--- src/assert_macros.svh ---
// Assertion helpers shared by the block's modules.
`ifndef ASSERT_MACROS_SVH
`define ASSERT_MACROS_SVH

// A condition that must hold at every clock edge outside of reset.
`define ISM_ASSERT(lbl, expr) \
	lbl: assert property (@(posedge clk) disable iff (!arst_n) (expr)) \
		else $error("ism check failed");

// An implication that must hold at every clock edge outside of reset.
`define ISM_ASSERT_IMPL(lbl, ante, cons) \
	lbl: assert property (@(posedge clk) disable iff (!arst_n) (ante) |-> (cons)) \
		else $error("ism check failed");

`endif

--- src/ism_pkg.sv ---
package ism_pkg;
	localparam int MAX_SPANS   = 64;
	localparam int VALUE_WIDTH = 32;
	localparam int CNT_W       = $clog2(MAX_SPANS + 1);

	typedef logic signed [VALUE_WIDTH-1:0] value_t;

	typedef struct packed {
		value_t lo;
		value_t hi;
	} span_t;

	typedef enum logic [2:0] {
		ST_LOAD  = 3'b001,
		ST_START = 3'b010,
		ST_SWEEP = 3'b100
	} state_t;

	typedef struct packed {
		logic insert;
		logic set_ovf;
		logic take_head;
		logic merge;
		logic emit;
		logic finish;
	} cmd_t;

	typedef struct packed {
		logic accept;
		logic last;
		logic full;
		logic head_valid;
		logic head_overlaps;
		logic out_free;
	} sts_t;

	// Ordering by start, ties by end.
	function automatic logic span_before(span_t a, span_t b);
		logic r;
		if (a.lo != b.lo) begin
			r = a.lo < b.lo;
		end else begin
			r = a.hi < b.hi;
		end
		return r;
	endfunction
endpackage

--- src/ism_ctrl.sv ---
`include "assert_macros.svh"
module ism_ctrl import ism_pkg::*; (
	input  logic   clk,
	input  logic   arst_n,
	input  sts_t   sts,
	output cmd_t   cmd,
	output logic   in_ready
);
	state_t state_q, state_n;

	always_ff @(posedge clk or negedge arst_n) begin
		if (!arst_n) begin
			state_q <= ST_LOAD;
		end else begin
			state_q <= state_n;
		end
	end

	always_comb begin
		state_n = state_q;
		cmd     = '0;
		in_ready = 1'b0;
		unique case (state_q)
			ST_LOAD: begin
				in_ready = 1'b1;
				if (sts.accept) begin
					cmd.insert  = !sts.full;
					cmd.set_ovf = sts.full;
					if (sts.last) begin
						state_n = ST_START;
					end
				end
			end
			ST_START: begin
				cmd.take_head = 1'b1;
				state_n = ST_SWEEP;
			end
			ST_SWEEP: begin
				if (sts.head_valid && sts.head_overlaps) begin
					cmd.merge = 1'b1;
				end else if (sts.head_valid) begin
					if (sts.out_free) begin
						cmd.emit      = 1'b1;
						cmd.take_head = 1'b1;
					end
				end else if (sts.out_free) begin
					cmd.emit   = 1'b1;
					cmd.finish = 1'b1;
					state_n = ST_LOAD;
				end
			end
			default: state_n = ST_LOAD;
		endcase
	end

	`ISM_ASSERT_IMPL(a_emit_free, cmd.emit, sts.out_free)
	`ISM_ASSERT_IMPL(a_start_follows, state_q == ST_START, $past(sts.accept && sts.last))
endmodule

--- config.mk ---
export PLATFORM = sky130hd
export DESIGN_NAME = ism_ctrl
export DESIGN_NICKNAME = d
export VERILOG_FILES = /design/src/ism_pkg.sv /design/src/ism_ctrl.sv
export VERILOG_INCLUDE_DIRS = /design/src /design/src/src
export SDC_FILE = /design/constraint.sdc
export NUM_CORES = 1
export LEC_CHECK = 0
export ABC_AREA = 1
export ABC_CLOCK_PERIOD_IN_PS = 900
export BUFFER_PORTS_ARGS = -buffer_cell sky130_fd_sc_hd__buf_2
export CELL_PAD_IN_SITES_DETAIL_PLACEMENT = 1
export CELL_PAD_IN_SITES_GLOBAL_PLACEMENT = 1
export CORE_AREA = 4 4 41 43
export CTS_CLUSTER_SIZE = 14
export DETAILED_ROUTE_END_ITERATION = 7
export DIE_AREA = 0 0 45 47
export PLACE_DENSITY_LB_ADDON = 0.1
export SYNTH_ARGS = -nofsm -noshare
export SYNTH_HDL_FRONTEND = slang
export SYNTH_SLANG_ARGS = --single-unit
--- constraint.sdc ---
create_clock -name clk -period 0.9 [get_ports clk]
set_input_delay 0.09 -clock clk [delete_from_list [all_inputs] [get_ports clk]]
set_output_delay 0.09 -clock clk [all_outputs]
set_load 0.02 [all_outputs]
==> impl_results.md <==
* Status: finished, violations left
* Failing checks: setup timing
* Relative slew slack at 0.834
* WL final at approximately 890 µm
* GRT Total Usage at 0.0934
* DRC viols at 0
* Routed len/inst at 11.9 µm
* Crit Reg-Reg Startpoint: state_q[1]
* DR iter-0 viols at 0
* Vias in the first global route at 354
* Area of the multi-input gates at 166 µm²
* I/O Pins at 15
* Seq/Total Area, Yosys at 0.379
* FP Rows at 13
* Hpwl dp at 661 µm
* Worst Clk Skew at 0.00526 ns
* Synth warnings at 0
* FF/Latch Area at 76.3 µm²
* Pwr dens at 2350 mW/mm²
* Remaining antenna violation count at 0
* First-pass GRT wire length at 1.40 mm
* Largest net degree at the start of global routing at 5
* Sw Share at 0.397
* # fillers at 168
* Clk pwr share at 0.199
* Inserted Diodes at 0
* Synth Register Bits at 3
* Hold Startpoint: sts[4]
* Die height at 47 µm
* Fin worst setup slack at -0.501 ns
* CP Max Fanout at 3
* Sequential cell fraction of total power at 0.190
* I/O Buffers at 14
* Worst-Margin Slew at roughly 0.25 ns
* 1st-pass router iterations at 1
* Synth unique cells at 10
* Crit path required time at about 0.8 ns
* Syn avg cell area at around 6.3 µm²
* Congestion Overflow GR at 0
* Worst setup EP type: primary output
* CP startpoint: state_q[1]
* CTS clk-pin slew, worst paths at 0.03 ns
* Synth Cell Area at 201 µm²
* Critical path launch point type: register
* Design Area, Final at 505 µm²
* DR vias at around 320
* Initial Util at 0.155
* Fin nets at 69
* Final Util at 0.388
* RSZ-0062 raised after global routing: true
* Net load switching power at 0.471 mW
* Internal power at between 0.7 and 0.8 mW
* Max_cap viols at 0
* Layout area overhead at 151%
* Regs by FF count: state_q (3)
* Die width at 45 µm
* Tmin final at 1.40 ns
* Static leakage at roughly 0.27 nW
* Synth Instances at 32
* H-tree depth at 1
* Fmax at 714 MHz
* Final setup viols at 10
* Initial antenna violation count at 0
* Root buffer cell: clkbuf_4
* Core area at 0.00130 mm²
* Worst EP arrival at 1.31 ns
* Max Slew Vio Count at 0
* Crit path kind: register to primary output
* Period utilization at 1.56
* Clock Latency Late Sink at approximately 0.23 ns
* Logic pwr share at 0.612
* TritonCTS clock tree: done
* CTS buffer count at 3
* Share of cells above drive strength 1 at 0.633
* Die area at 0.00212 mm²
* Largest reg by FF count: state_q
* Post-DP Area at 354 µm²
* Net count after synthesis at 40
* HP Class: input pin to register
* Final GP Congestion at 0.664
* Setup Total Neg Slack at -3.91 ns
* Vias per inst at 4.29
* Maximum clock insertion buffer count at 2
* Sink Count at 3
* Hold Vio Cnt, Final at 0
* Max reg flops at 3
* Max VDD drop at ~0.95 mV
==> metal layers <==
layer / vias to the layer above / global-route usage / wire length (µm)
met5: - / 0 / 0
met4: 0 / 0.0351 / 0
met3: 0 / 0.0460 / 46
met2: 7 / 0.203 / 588
met1: 163 / 0.0641 / 257
li1: 152 / - / -
==> power groups by stage <==
stage	sequential (mW)	combinational, mW	clock, mW
after floorplan	0.223	0.299	0
after global placement	0.220	0.429	0
after detailed placement	0.223	0.451	0
after CTS	0.223	0.612	0.251
after global routing	0.229	0.776	0.270
final	0.225	0.726	0.235
==> cells by family after synthesis <==
family | after synthesis | synth area share
AND/OR/NAND/NOR | 25 | 0.547
flip-flops | 3 | 0.379
buffers and inverters | 4 | 0.0745
==> cells in the mapped netlist, drive strengths merged <==
library cell,count,share of area
dfrtp,2,0.25
nor3,1,0.050
nor2,7,0.14
dfstp,1,0.13
nand3,3,0.075
nand2,13,0.24
inv,4,0.075
nand3b,1,0.037
==> final cells by class <==
cell class                      count  share of cell area
Timing Repair Buffer               24               0.401
Multi-Input combinational cell     25               0.329
Sequential cell                     3               0.151
Clock buffer                        4              0.0520
Tap cell                           15              0.0371
Inverter                            4              0.0297
==> cells in the final DEF (no fill, tap or decap), types with 2 or more instances in the layout <==
master and count:
buf_2 7, buf_4 6, buf_6 10, clkbuf_4 3, dfrtp_1 2, inv_1 3, nand2_1 10, nand2_2 2
nand3_1 3, nor2_4 5
==> repair_timing <==
action                                  CTS  global route
buffers inserted                          3             3
resized for setup                        10            11
hold buffers                              1             0
endpoints found under the setup margin   10            10
pin swaps                                 5             4
cloned                                    0             0
endpoints found under the hold margin     3             0
==> final timing paths <==
kind	cells past startpoint	end	slack [ns]
setup / recovery	5	cmd[5]	-0.50
hold reg to reg	3	state_q[2]	0.73
setup reg to reg	6	state_q[1]	-0.25
hold / removal	4	state_q[0]	0.12
max in group asynchronous	2	state_q[0]	0.51
min in group asynchronous	2	state_q[2]	0.18
==> critical path, cell delays in order (launching register included) <==
cell and delay (ns):
dfrtp_1 0.38, buf_4 0.16, nor3_4 0.20, nand2_1 0.09
nor2_2 0.13, buf_6 0.13
==> metrics by stage <==
step	hold WS, ns	total power [mW]	cells	setup slack, ns
2_1_floorplan	-0.206	0.523	32	-0.324
4_1_cts	0.124	1.09	72	-0.546
5_1_grt	0.121	1.27	75	-0.559
3_3_place_gp	-0.114	0.649	64	-0.246
6_report	0.122	1.19	75	-0.501
3_5_place_dp	-0.112	0.673	64	-0.308
(Power assumes the default switching activity.)
